--- config.mk ---
export PLATFORM = sky130hd
export DESIGN_NAME = scancode_to_char_fifo_flat
export DESIGN_NICKNAME = d
export VERILOG_FILES = /design/src/design/scf_pkg.sv /design/src/design/scf_req_if.sv /design/src/design/scf_rsp_if.sv /design/src/design/scf_ram.sv /design/src/design/scf_csr.sv /design/src/design/scf_xlate.sv /design/src/design/scf_ring.sv /design/src/design/scancode_to_char_fifo.sv /design/src/flat_wrapper.sv
export SDC_FILE = /design/constraint.sdc
export NUM_CORES = 2
export LEC_CHECK = 0
export BUFFER_PORTS_ARGS = -buffer_cell sky130_fd_sc_hd__buf_4
export CORE_MARGIN = 10
export CORE_UTILIZATION = 45
export CTS_BUF_LIST = sky130_fd_sc_hd__clkbuf_16
export DETAILED_ROUTE_END_ITERATION = 10
export PLACE_DENSITY = 0.61
export SYNTH_ARGS = -nofsm -noshare
export SYNTH_HDL_FRONTEND = slang
export SYNTH_SLANG_ARGS = --single-unit
--- constraint.sdc ---
create_clock -name clock -period 7.7 [get_ports clock]
set_input_delay 0.385 -clock clock [delete_from_list [all_inputs] [get_ports clock]]
set_output_delay 0.385 -clock clock [all_outputs]
set_load 0.01 [all_outputs]
--- src/design/scf_pkg.sv ---
// ----------------------------------------------------------------------------
// scf_pkg
// Shared types, constants and helpers of the scancode-to-character FIFO.
// ----------------------------------------------------------------------------
package scf_pkg;

   // Character ring
   localparam int RING_DEPTH = 256;
   localparam int RING_AW    = (RING_DEPTH > 1) ? $clog2(RING_DEPTH) : 1;

   // Keymap store: 128 make codes, plain and shifted column
   localparam int KEYMAP_CODES = 128;
   localparam int KEYMAP_DEPTH = KEYMAP_CODES * 2;
   localparam int KEYMAP_AW    = $clog2(KEYMAP_DEPTH);

   // Register port
   localparam int CSR_AW = 3;
   localparam int CSR_DW = 32;

   typedef enum logic [CSR_AW-1:0] {
      CSR_LAYOUT_ENABLED = 3'd0
   } csr_addr_type;

   // Request commands
   typedef enum logic [1:0] {
      CMD_SCANCODE = 2'd0,
      CMD_READ     = 2'd1,
      CMD_LOAD     = 2'd2,
      CMD_NONE     = 2'd3
   } command_type;

   // Set-1 scancodes with a meaning of their own
   localparam logic [7:0] SC_LSHIFT_MAKE  = 8'h2A;
   localparam logic [7:0] SC_RSHIFT_MAKE  = 8'h36;
   localparam logic [7:0] SC_LSHIFT_BREAK = 8'hAA;
   localparam logic [7:0] SC_RSHIFT_BREAK = 8'hB6;
   localparam int         SC_BREAK_BIT    = 7;

   // Request held between the keymap lookup and the ring update
   typedef struct packed {
      command_type cmd;
      logic        push;
      logic [7:0]  push_char;
   } stage_type;

   // Advance a ring pointer, wrapping at the ring depth
   function automatic logic [RING_AW-1:0] ring_next(input logic [RING_AW-1:0] ptr);
      logic [RING_AW-1:0] nxt;
      if (ptr == RING_AW'(RING_DEPTH - 1)) begin
         nxt = '0;
      end else begin
         nxt = ptr + 1'b1;
      end
      return nxt;
   endfunction

endpackage

--- src/design/scf_req_if.sv ---
// ----------------------------------------------------------------------------
// scf_req_if
// Request channel: command and its operands, valid/ready handshake.
// ----------------------------------------------------------------------------
interface scf_req_if;
   logic       valid;
   logic       ready;
   logic [1:0] command;
   logic [7:0] scancode;
   logic [6:0] entry_code;
   logic       entry_shifted;
   logic [7:0] entry_char;

   modport source (
      output valid, command, scancode, entry_code, entry_shifted, entry_char,
      input  ready
   );

   modport sink (
      input  valid, command, scancode, entry_code, entry_shifted, entry_char,
      output ready
   );
endinterface

--- src/design/scf_rsp_if.sv ---
// ----------------------------------------------------------------------------
// scf_rsp_if
// Result channel: popped character and FIFO status, valid/ready handshake.
// ----------------------------------------------------------------------------
interface scf_rsp_if;
   logic       valid;
   logic       ready;
   logic [7:0] read_char;
   logic       char_valid;
   logic       chars_pending;
   logic       char_dropped;

   modport source (
      output valid, read_char, char_valid, chars_pending, char_dropped,
      input  ready
   );

   modport sink (
      input  valid, read_char, char_valid, chars_pending, char_dropped,
      output ready
   );
endinterface

--- src/design/scf_ram.sv ---
// ----------------------------------------------------------------------------
// scf_ram
// Generic single-write, single-read RAM with registered, enabled read port.
// ----------------------------------------------------------------------------
module scf_ram #(
   parameter  int WIDTH = 8,
   parameter  int DEPTH = 256,
   localparam int AW    = (DEPTH > 1) ? $clog2(DEPTH) : 1
) (
   input  logic             clock,
   input  logic             wr_en,
   input  logic [AW-1:0]    wr_addr,
   input  logic [WIDTH-1:0] wr_data,
   input  logic             rd_en,
   input  logic [AW-1:0]    rd_addr,
   output logic [WIDTH-1:0] rd_data
);

   logic [WIDTH-1:0] mem_ff [DEPTH];
   logic [WIDTH-1:0] rd_data_ff;

   // Write port, and read data held until the next read
   always_ff @(posedge clock) begin
      if (wr_en) begin
         mem_ff[wr_addr] <= wr_data;
      end
      if (rd_en) begin
         rd_data_ff <= mem_ff[rd_addr];
      end
   end

   assign rd_data = rd_data_ff;

endmodule

--- src/design/scf_csr.sv ---
// ----------------------------------------------------------------------------
// scf_csr
// Register port: holds the layout enable and answers reads.
// ----------------------------------------------------------------------------
module scf_csr (
   input  logic                        clock,
   input  logic                        reset,
   input  logic                        csr_psel,
   input  logic                        csr_penable,
   input  logic                        csr_pwrite,
   input  logic [scf_pkg::CSR_AW-1:0]  csr_paddr,
   input  logic [scf_pkg::CSR_DW-1:0]  csr_pwdata,
   output logic [scf_pkg::CSR_DW-1:0]  csr_prdata,
   output logic                        csr_pready,
   output logic                        layout_en
);
   import scf_pkg::*;

   logic layout_en_ff;
   logic layout_en_in;
   logic wr_hit;

   assign csr_pready = 1'b1;

   // Decode on the word address, ignoring byte lanes
   assign wr_hit = csr_psel && csr_penable && csr_pwrite
                   && (csr_paddr[CSR_AW-1:2] == CSR_LAYOUT_ENABLED[CSR_AW-1:2]);

   always_comb begin
      layout_en_in = layout_en_ff;
      if (wr_hit) begin
         layout_en_in = csr_pwdata[0];
      end
   end

   always_ff @(posedge clock) begin
      if (reset) begin
         layout_en_ff <= 1'b0;
      end else begin
         layout_en_ff <= layout_en_in;
      end
   end

   // Read back
   always_comb begin
      csr_prdata = '0;
      if (csr_paddr[CSR_AW-1:2] == CSR_LAYOUT_ENABLED[CSR_AW-1:2]) begin
         csr_prdata = CSR_DW'(layout_en_ff);
      end
   end

   assign layout_en = layout_en_ff;

endmodule

--- src/design/scf_xlate.sv ---
// ----------------------------------------------------------------------------
// scf_xlate
// Front stage: shift tracking, keymap load and lookup, request register.
// ----------------------------------------------------------------------------
module scf_xlate (
   input  logic               clock,
   input  logic               reset,
   scf_req_if.sink            req_chan,
   input  logic               layout_en,
   input  logic               stage_take,
   output logic               stage_valid,
   output scf_pkg::stage_type stage
);
   import scf_pkg::*;

   command_type             cmd;
   logic                    accept;
   logic                    shift_make;
   logic                    shift_break;
   logic                    lookup;
   logic                    shift_ff;
   logic                    shift_in;
   logic                    valid_ff;
   logic                    valid_in;
   command_type             cmd_ff;
   command_type             cmd_in;
   logic                    lookup_ff;
   logic                    lookup_in;
   logic                    hit_ff;
   logic                    hit_in;
   logic [KEYMAP_DEPTH-1:0] kvld_ff;
   logic [KEYMAP_DEPTH-1:0] kvld_in;
   logic                    km_we;
   logic [KEYMAP_AW-1:0]    km_waddr;
   logic [KEYMAP_AW-1:0]    km_raddr;
   logic [7:0]              km_rdata;
   logic [7:0]              key_char;

   assign cmd            = command_type'(req_chan.command);
   assign req_chan.ready = !valid_ff || stage_take;
   assign accept         = req_chan.valid && req_chan.ready;

   // Classify the scancode
   assign shift_make  = (req_chan.scancode == SC_LSHIFT_MAKE)
                        || (req_chan.scancode == SC_RSHIFT_MAKE);
   assign shift_break = (req_chan.scancode == SC_LSHIFT_BREAK)
                        || (req_chan.scancode == SC_RSHIFT_BREAK);
   assign lookup      = (cmd == CMD_SCANCODE) && !shift_make && !shift_break
                        && !req_chan.scancode[SC_BREAK_BIT] && layout_en;

   // Keymap addressing: make code and column
   assign km_raddr = {req_chan.scancode[6:0], shift_ff};
   assign km_waddr = {req_chan.entry_code, req_chan.entry_shifted};
   assign km_we    = accept && (cmd == CMD_LOAD);

   scf_ram #(
      .WIDTH (8),
      .DEPTH (KEYMAP_DEPTH)
   ) u_keymap (
      .clock   (clock),
      .wr_en   (km_we),
      .wr_addr (km_waddr),
      .wr_data (req_chan.entry_char),
      .rd_en   (accept && lookup),
      .rd_addr (km_raddr),
      .rd_data (km_rdata)
   );

   // Next state: shift flag, entry valid bits, request register
   always_comb begin
      shift_in  = shift_ff;
      kvld_in   = kvld_ff;
      valid_in  = valid_ff;
      cmd_in    = cmd_ff;
      lookup_in = lookup_ff;
      hit_in    = hit_ff;
      if (accept && (cmd == CMD_SCANCODE)) begin
         if (shift_make) begin
            shift_in = 1'b1;
         end else if (shift_break) begin
            shift_in = 1'b0;
         end
      end
      if (km_we) begin
         kvld_in[km_waddr] = 1'b1;
      end
      if (accept) begin
         valid_in  = 1'b1;
         cmd_in    = cmd;
         lookup_in = lookup;
         hit_in    = kvld_ff[km_raddr];
      end else if (stage_take) begin
         valid_in = 1'b0;
      end
   end

   always_ff @(posedge clock) begin
      if (reset) begin
         shift_ff <= 1'b0;
         kvld_ff  <= '0;
         valid_ff <= 1'b0;
      end else begin
         shift_ff <= shift_in;
         kvld_ff  <= kvld_in;
         valid_ff <= valid_in;
      end
   end

   always_ff @(posedge clock) begin
      cmd_ff    <= cmd_in;
      lookup_ff <= lookup_in;
      hit_ff    <= hit_in;
   end

   // An entry never loaded since reset reads as no character
   assign key_char = (lookup_ff && hit_ff) ? km_rdata : 8'd0;

   assign stage_valid     = valid_ff;
   assign stage.cmd       = cmd_ff;
   assign stage.push      = (key_char != 8'd0);
   assign stage.push_char = key_char;

endmodule

--- src/design/scf_ring.sv ---
// ----------------------------------------------------------------------------
// scf_ring
// Back stage: character ring with one free slot, and the result register.
// ----------------------------------------------------------------------------
module scf_ring (
   input  logic               clock,
   input  logic               reset,
   input  logic               stage_valid,
   input  scf_pkg::stage_type stage,
   output logic               stage_take,
   scf_rsp_if.source          rsp_chan
);
   import scf_pkg::*;

   logic [RING_AW-1:0] wptr_ff;
   logic [RING_AW-1:0] wptr_in;
   logic [RING_AW-1:0] rptr_ff;
   logic [RING_AW-1:0] rptr_in;
   logic               rsp_valid_ff;
   logic               rsp_valid_in;
   logic               char_valid_ff;
   logic               char_valid_in;
   logic               pending_ff;
   logic               pending_in;
   logic               dropped_ff;
   logic               dropped_in;
   logic               nonempty;
   logic               full;
   logic               do_push;
   logic               do_pop;
   logic               drop;
   logic [7:0]         ring_rdata;

   assign stage_take = stage_valid && (!rsp_valid_ff || rsp_chan.ready);

   // Ring status
   assign nonempty = (wptr_ff != rptr_ff);
   assign full     = (ring_next(wptr_ff) == rptr_ff);
   assign do_push  = stage_take && (stage.cmd == CMD_SCANCODE) && stage.push && !full;
   assign drop     = (stage.cmd == CMD_SCANCODE) && stage.push && full;
   assign do_pop   = stage_take && (stage.cmd == CMD_READ) && nonempty;

   scf_ram #(
      .WIDTH (8),
      .DEPTH (RING_DEPTH)
   ) u_ring (
      .clock   (clock),
      .wr_en   (do_push),
      .wr_addr (wptr_ff),
      .wr_data (stage.push_char),
      .rd_en   (do_pop),
      .rd_addr (rptr_ff),
      .rd_data (ring_rdata)
   );

   // Advance pointers and load the result register
   always_comb begin
      wptr_in       = wptr_ff;
      rptr_in       = rptr_ff;
      rsp_valid_in  = rsp_valid_ff;
      char_valid_in = char_valid_ff;
      pending_in    = pending_ff;
      dropped_in    = dropped_ff;
      if (do_push) begin
         wptr_in = ring_next(wptr_ff);
      end
      if (do_pop) begin
         rptr_in = ring_next(rptr_ff);
      end
      if (stage_take) begin
         rsp_valid_in  = 1'b1;
         char_valid_in = do_pop;
         pending_in    = (wptr_in != rptr_in);
         dropped_in    = drop;
      end else if (rsp_chan.ready) begin
         rsp_valid_in = 1'b0;
      end
   end

   always_ff @(posedge clock) begin
      if (reset) begin
         wptr_ff      <= '0;
         rptr_ff      <= '0;
         rsp_valid_ff <= 1'b0;
      end else begin
         wptr_ff      <= wptr_in;
         rptr_ff      <= rptr_in;
         rsp_valid_ff <= rsp_valid_in;
      end
   end

   always_ff @(posedge clock) begin
      char_valid_ff <= char_valid_in;
      pending_ff    <= pending_in;
      dropped_ff    <= dropped_in;
   end

   // Ring read data holds until the next pop
   assign rsp_chan.valid         = rsp_valid_ff;
   assign rsp_chan.read_char     = char_valid_ff ? ring_rdata : 8'd0;
   assign rsp_chan.char_valid    = char_valid_ff;
   assign rsp_chan.chars_pending = pending_ff;
   assign rsp_chan.char_dropped  = dropped_ff;

endmodule

--- src/design/scancode_to_char_fifo.sv ---
// ----------------------------------------------------------------------------
// scancode_to_char_fifo
// Set-1 scancode translator with a keymap store and a character FIFO.
// ----------------------------------------------------------------------------
// Takes one request per clock unless results stall and returns one registered
// result per request, in order. A request is a scancode, a read of one
// character or a load of one keymap entry. The first stage tracks the shift
// keys and reads the 256-entry keymap RAM; the second stage updates the
// character ring and reads it, each RAM being touched once per request, which
// sets the rate of one request per cycle. The result register lets a new
// request in while a result waits to be taken. The keymap reads as all zero
// after reset through one valid flop per entry, so no clearing pass is needed
// and requests are taken from the first cycle after reset. The ring holds at
// most RING_DEPTH-1 characters; a character that finds it full is dropped and
// flagged. Write layout_enabled only while no request is in flight.
// ----------------------------------------------------------------------------
module scancode_to_char_fifo (
   input  logic                        clock,
   input  logic                        reset,
   scf_req_if.sink                     req_chan,
   scf_rsp_if.source                   rsp_chan,
   input  logic                        csr_psel,
   input  logic                        csr_penable,
   input  logic                        csr_pwrite,
   input  logic [scf_pkg::CSR_AW-1:0]  csr_paddr,
   input  logic [scf_pkg::CSR_DW-1:0]  csr_pwdata,
   output logic [scf_pkg::CSR_DW-1:0]  csr_prdata,
   output logic                        csr_pready
);
   import scf_pkg::*;

   logic      layout_en;
   logic      stage_valid;
   logic      stage_take;
   stage_type stage;

   // Register port
   scf_csr u_csr (
      .clock       (clock),
      .reset       (reset),
      .csr_psel    (csr_psel),
      .csr_penable (csr_penable),
      .csr_pwrite  (csr_pwrite),
      .csr_paddr   (csr_paddr),
      .csr_pwdata  (csr_pwdata),
      .csr_prdata  (csr_prdata),
      .csr_pready  (csr_pready),
      .layout_en   (layout_en)
   );

   // Lookup stage
   scf_xlate u_xlate (
      .clock       (clock),
      .reset       (reset),
      .req_chan    (req_chan),
      .layout_en   (layout_en),
      .stage_take  (stage_take),
      .stage_valid (stage_valid),
      .stage       (stage)
   );

   // Ring stage and result register
   scf_ring u_ring (
      .clock       (clock),
      .reset       (reset),
      .stage_valid (stage_valid),
      .stage       (stage),
      .stage_take  (stage_take),
      .rsp_chan    (rsp_chan)
   );

endmodule

--- src/flat_wrapper.sv ---
// flat-port wrapper written by rule: the top's interface ports become plain ports
module scancode_to_char_fifo_flat import scf_pkg::*;
  (clock, reset, csr_psel, csr_penable, csr_pwrite, csr_paddr, csr_pwdata, csr_prdata, csr_pready, req_chan_valid, req_chan_command, req_chan_scancode, req_chan_entry_code, req_chan_entry_shifted, req_chan_entry_char, req_chan_ready, rsp_chan_valid, rsp_chan_read_char, rsp_chan_char_valid, rsp_chan_chars_pending, rsp_chan_char_dropped, rsp_chan_ready);
  scf_req_if req_chan_i ();
  scf_rsp_if rsp_chan_i ();
  input  logic clock;
  input  logic reset;
  input  logic csr_psel;
  input  logic csr_penable;
  input  logic csr_pwrite;
  input  logic [scf_pkg::CSR_AW-1:0] csr_paddr;
  input  logic [scf_pkg::CSR_DW-1:0] csr_pwdata;
  output logic [scf_pkg::CSR_DW-1:0] csr_prdata;
  output logic csr_pready;
  input wire logic [$bits(req_chan_i.valid)-1:0] req_chan_valid;
  input wire logic [$bits(req_chan_i.command)-1:0] req_chan_command;
  input wire logic [$bits(req_chan_i.scancode)-1:0] req_chan_scancode;
  input wire logic [$bits(req_chan_i.entry_code)-1:0] req_chan_entry_code;
  input wire logic [$bits(req_chan_i.entry_shifted)-1:0] req_chan_entry_shifted;
  input wire logic [$bits(req_chan_i.entry_char)-1:0] req_chan_entry_char;
  output wire logic [$bits(req_chan_i.ready)-1:0] req_chan_ready;
  output wire logic [$bits(rsp_chan_i.valid)-1:0] rsp_chan_valid;
  output wire logic [$bits(rsp_chan_i.read_char)-1:0] rsp_chan_read_char;
  output wire logic [$bits(rsp_chan_i.char_valid)-1:0] rsp_chan_char_valid;
  output wire logic [$bits(rsp_chan_i.chars_pending)-1:0] rsp_chan_chars_pending;
  output wire logic [$bits(rsp_chan_i.char_dropped)-1:0] rsp_chan_char_dropped;
  input wire logic [$bits(rsp_chan_i.ready)-1:0] rsp_chan_ready;
  assign req_chan_i.valid = req_chan_valid;
  assign req_chan_i.command = req_chan_command;
  assign req_chan_i.scancode = req_chan_scancode;
  assign req_chan_i.entry_code = req_chan_entry_code;
  assign req_chan_i.entry_shifted = req_chan_entry_shifted;
  assign req_chan_i.entry_char = req_chan_entry_char;
  assign req_chan_ready = req_chan_i.ready;
  assign rsp_chan_valid = rsp_chan_i.valid;
  assign rsp_chan_read_char = rsp_chan_i.read_char;
  assign rsp_chan_char_valid = rsp_chan_i.char_valid;
  assign rsp_chan_chars_pending = rsp_chan_i.chars_pending;
  assign rsp_chan_char_dropped = rsp_chan_i.char_dropped;
  assign rsp_chan_i.ready = rsp_chan_ready;
  scancode_to_char_fifo u_core (.clock(clock), .reset(reset), .req_chan(req_chan_i), .rsp_chan(rsp_chan_i), .csr_psel(csr_psel), .csr_penable(csr_penable), .csr_pwrite(csr_pwrite), .csr_paddr(csr_paddr), .csr_pwdata(csr_pwdata), .csr_prdata(csr_prdata), .csr_pready(csr_pready));
endmodule
==> results.toml <==
[timing]
finalMaxSlewViolations = 0
setup-tns-final_ns = 0
setup_violations = 0
period_share_pct = 63.73
fin_skew_ns = 0.07625
worst_pin_slew_ns = 1.290
hold_violations = 2
max_freq_mhz = 203.8
slew_headroom_pct = 13.72
fin_crit_ns = 4.907
fin_hold_ws_ns = -0.03821
rsz0062_at_grt = "no"

[pwr]
ir_worst_vdd_mv = 0.2075
power_density_nw_per_um2 = 250.3
p_leak_nw = 59.22
power_mw = 47.57

[yosys]
ys.flop_type = "edfxtp_1"
avgSynthCellArea_um2 = 21.01
synth_edf_count = 4119
ys_seq_area_share_pct = 76.00
yosysWarnings = 0
ys_seq_elements = 4395
async_reset_ff_share_pct = 0
synth.distinct_cells = 70
postSynthCellCount = 8093
syn_area_um2 = 170000

[min_path]
hp-class = "primary input to flip-flop"
hold_depth = 1

[detailed_routing]
drtAntennaViolNets = 0
wirelength_um = 416100
wl_per_cell_um = 30.52
avgViaCountPerCell = 5.943
drc = 0
via_count = 81020
first_pass_iters = 6
drt_iter0_markers = 8994

[global_routing]
grt_use_total_pct = 20.34
grt-ovfl-total = 0
grt_pass1_wl_um = 600600
grt_pass1_vias = 82310
antenna_found_initial = 25
grt_max_degree = 160

[clock_tree]
cts_tree = "built"
cts_hold_buffers = 15
ctsResizeCount = 0
cts_max_level = 5
clk_path_buf_depth = 4
clock-sinks = 4395
clockRootBuffer = "clkbuf_16"
cts_made_buffers = 437
clk_pin_slew_ns = 0.06
post_cts_buffers = 0
insertion_delay_ns = 0.98

[floorplan]
fp.dieH_um = 634.7
die_w_um = 634.7
core-area_um2 = 375800
dieArea_um2 = 402800
io_pins = 114
rows = 225
initial_utilization_pct = 45.24

[critical_path]
cp_common_cell = "nor2_1"
arrival_ns = 5.49
path_cells = "xor2_1, or2_2, a221o_1, or4b_4, o21ai_2, nor2_1, buf_4, nand3b_1, nor2_1"
critPathLaunchType = "flip-flop"
cp-end-kind = "flip-flop"
crit_type = "flip-flop to flip-flop"
critPathMaxStageDelay_ns = 1.12
rr_worst_depth = 9
required_ns = 8.29
cpMaxStageDelayCell = "dfxtp_4"
critical_path.max_fanout = 67

[cells_and_area]
drive_gt1_share_pct = 24.37
area_growth_pct = 11.80
utilization_pct = 50.58
nNetsFinal = 8321
layout.cells.non_filler = 13630

[place]
io_buffers = 48
post-dp-hpwl_um = 245500
place_congestion = 0.8198
place_inst = 12790

[status]
status = "complete, but fails checks"
failed_checks = "negative hold slack"

[run]
maxCapViolCount = 0
-- worst max-delay path: cells and delay by family (launching register included) --
kind                   cells  cell delay [ns]
AO/OA/AOI/OAI              2             0.81
XOR/XNOR                   1             0.32
buffers and inverters      1             0.20
flip-flops                 1             1.12
AND/OR/NAND/NOR            5             2.02
-- cells by family after synthesis --
family          after synthesis  share of synthesized area (%)
compound gates              392                          1.646
simple gates               1261                          2.988
fa+ha+maj                     5                        0.03680
xor+xnor                     24                         0.1236
mux                        1486                          17.83
buf+inv                     528                          1.371
other cells                   2                       0.004417
flops                      4395                          76.00
-- area by class of cell --
class	count	area, µm²
Tap cell	4994	6248
Fill cell	29430	185800
Clock inverter	382	2851
Inverter	15	61.31
Clock buffer	441	11040
Sequential cell	4395	129200
Multi-Input combinational cell	3200	38770
Antenna cell	7	17.52
Timing Repair Buffer	199	1857
-- per-stage QoR --
step / worst slack, ns / hold WS, ns / cell area, µm²
floorplan: 3.089 / 0.4348 / 170100
global placement: 2.938 / 0.4444 / 176000
detailed placement: 2.870 / 0.4552 / 176000
CTS: 2.827 / 0.007848 / 190100
global route: 2.537 / 0.009111 / 190100
finish: 2.793 / -0.03821 / 190100
-- layout by cell type (no fill, tap or decap), types with 26 or more instances in the layout --
cell	netlist	routed
a211oi_1	26	26
a21oi_1	67	67
buf_4	55	153
bufinv_16	0	33
clkbuf_16	0	441
clkinv_1	2	107
clkinv_2	0	81
conb_1	2	32
dfxtp_1	276	269
edfxtp_1	4119	4119
inv_1	12	128
mux2i_1	249	249
mux4_2	1234	1234
nand2_1	102	80
nor2_1	1026	1026
o21ai_0	55	55
o221ai_1	97	97
o22ai_1	71	71
-- report_power, final --
group          leakage (nW)  internal [mW]  switching [mW]
logic                  10.8          0.256           0.776
registers              41.2           26.0         0.00795
clock network          7.24           11.5            9.03
-- synthesized netlist by cell type (all sizes together) (4+ instances only) --
cell,instances,share of area (%)
nor4,6,0.022
o21ba,20,0.12
nand2b,7,0.026
clkbuf,289,0.64
xor2,16,0.082
mux4,1234,16
nor3,8,0.024
xnor2,8,0.041
nand4,12,0.048
nor2b,15,0.055
buf,224,0.70
a211oi,26,0.11
a221oi,10,0.052
o22ai,71,0.26
nand3,29,0.085
and3,15,0.058
o2111ai,5,0.026
o21ai,57,0.17
dfxtp,276,3.2
inv,13,0.029
mux2i,249,1.5
ha,5,0.037
nand2,102,0.23
edfxtp,4119,73
nand3b,6,0.026
o221ai,98,0.51
and2,13,0.048
a21o,4,0.018
nand4b,4,0.021
a22oi,6,0.026
or4,5,0.022
a21oi,67,0.20
nor2,1026,2.3
o211ai,4,0.018
-- registers in the layout, summed over array words and instances, names as in the netlist --
signal                                count
u_core.u_xlate.lookup_ff                  1
u_core.u_xlate.shift_ff                   1
u_core.u_ring.wptr_ff                     8
u_core.u_xlate.u_keymap.rd_data           8
u_core.u_xlate.kvld_ff                  256
u_core.u_xlate.cmd_ff                     2
u_core.u_ring.rsp_chan.char_dropped       1
u_core.u_ring.rsp_chan.char_valid         1
u_core.u_xlate.stage_valid                1
u_core.u_ring.rsp_chan.valid              1
u_core.u_ring.u_ring.mem_ff            2048
u_core.u_ring.u_ring.rd_data              8
u_core.u_csr.layout_en                    1
u_core.u_xlate.u_keymap.mem_ff         2048
u_core.u_ring.rptr_ff                     8
u_core.u_ring.rsp_chan.chars_pending      1
u_core.u_xlate.hit_ff                     1
-- final timing paths --
kind | from | end | slack (ns)
worst max-delay path | u_core.u_ring.rptr_ff[2]$_SDFF_PP0_ | u_core.u_ring.u_ring.mem_ff[14][5]$_DFFE_PP_ | 2.79
worst min-delay path | req_chan_entry_char[7] | u_core.u_xlate.u_keymap.mem_ff[212][7]$_DFFE_PP_ | -0.04
worst max register to register | u_core.u_ring.rptr_ff[2]$_SDFF_PP0_ | u_core.u_ring.u_ring.mem_ff[14][5]$_DFFE_PP_ | 2.79
worst min register to register | u_core.u_xlate.kvld_ff[54]$_SDFFE_PP0P_ | u_core.u_xlate.kvld_ff[54]$_SDFFE_PP0P_ | 0.46
-- per-layer routing --
layer	vias to the layer above	GRT usage, %	wire length, µm
met3	661	3.653	29320
li1	33730	-	-
met1	43550	27.80	167300
met2	3058	33.71	206300
met5	-	0	137
met4	22	5.988	13010
Note: power is estimated with default switching activity, not from simulation.
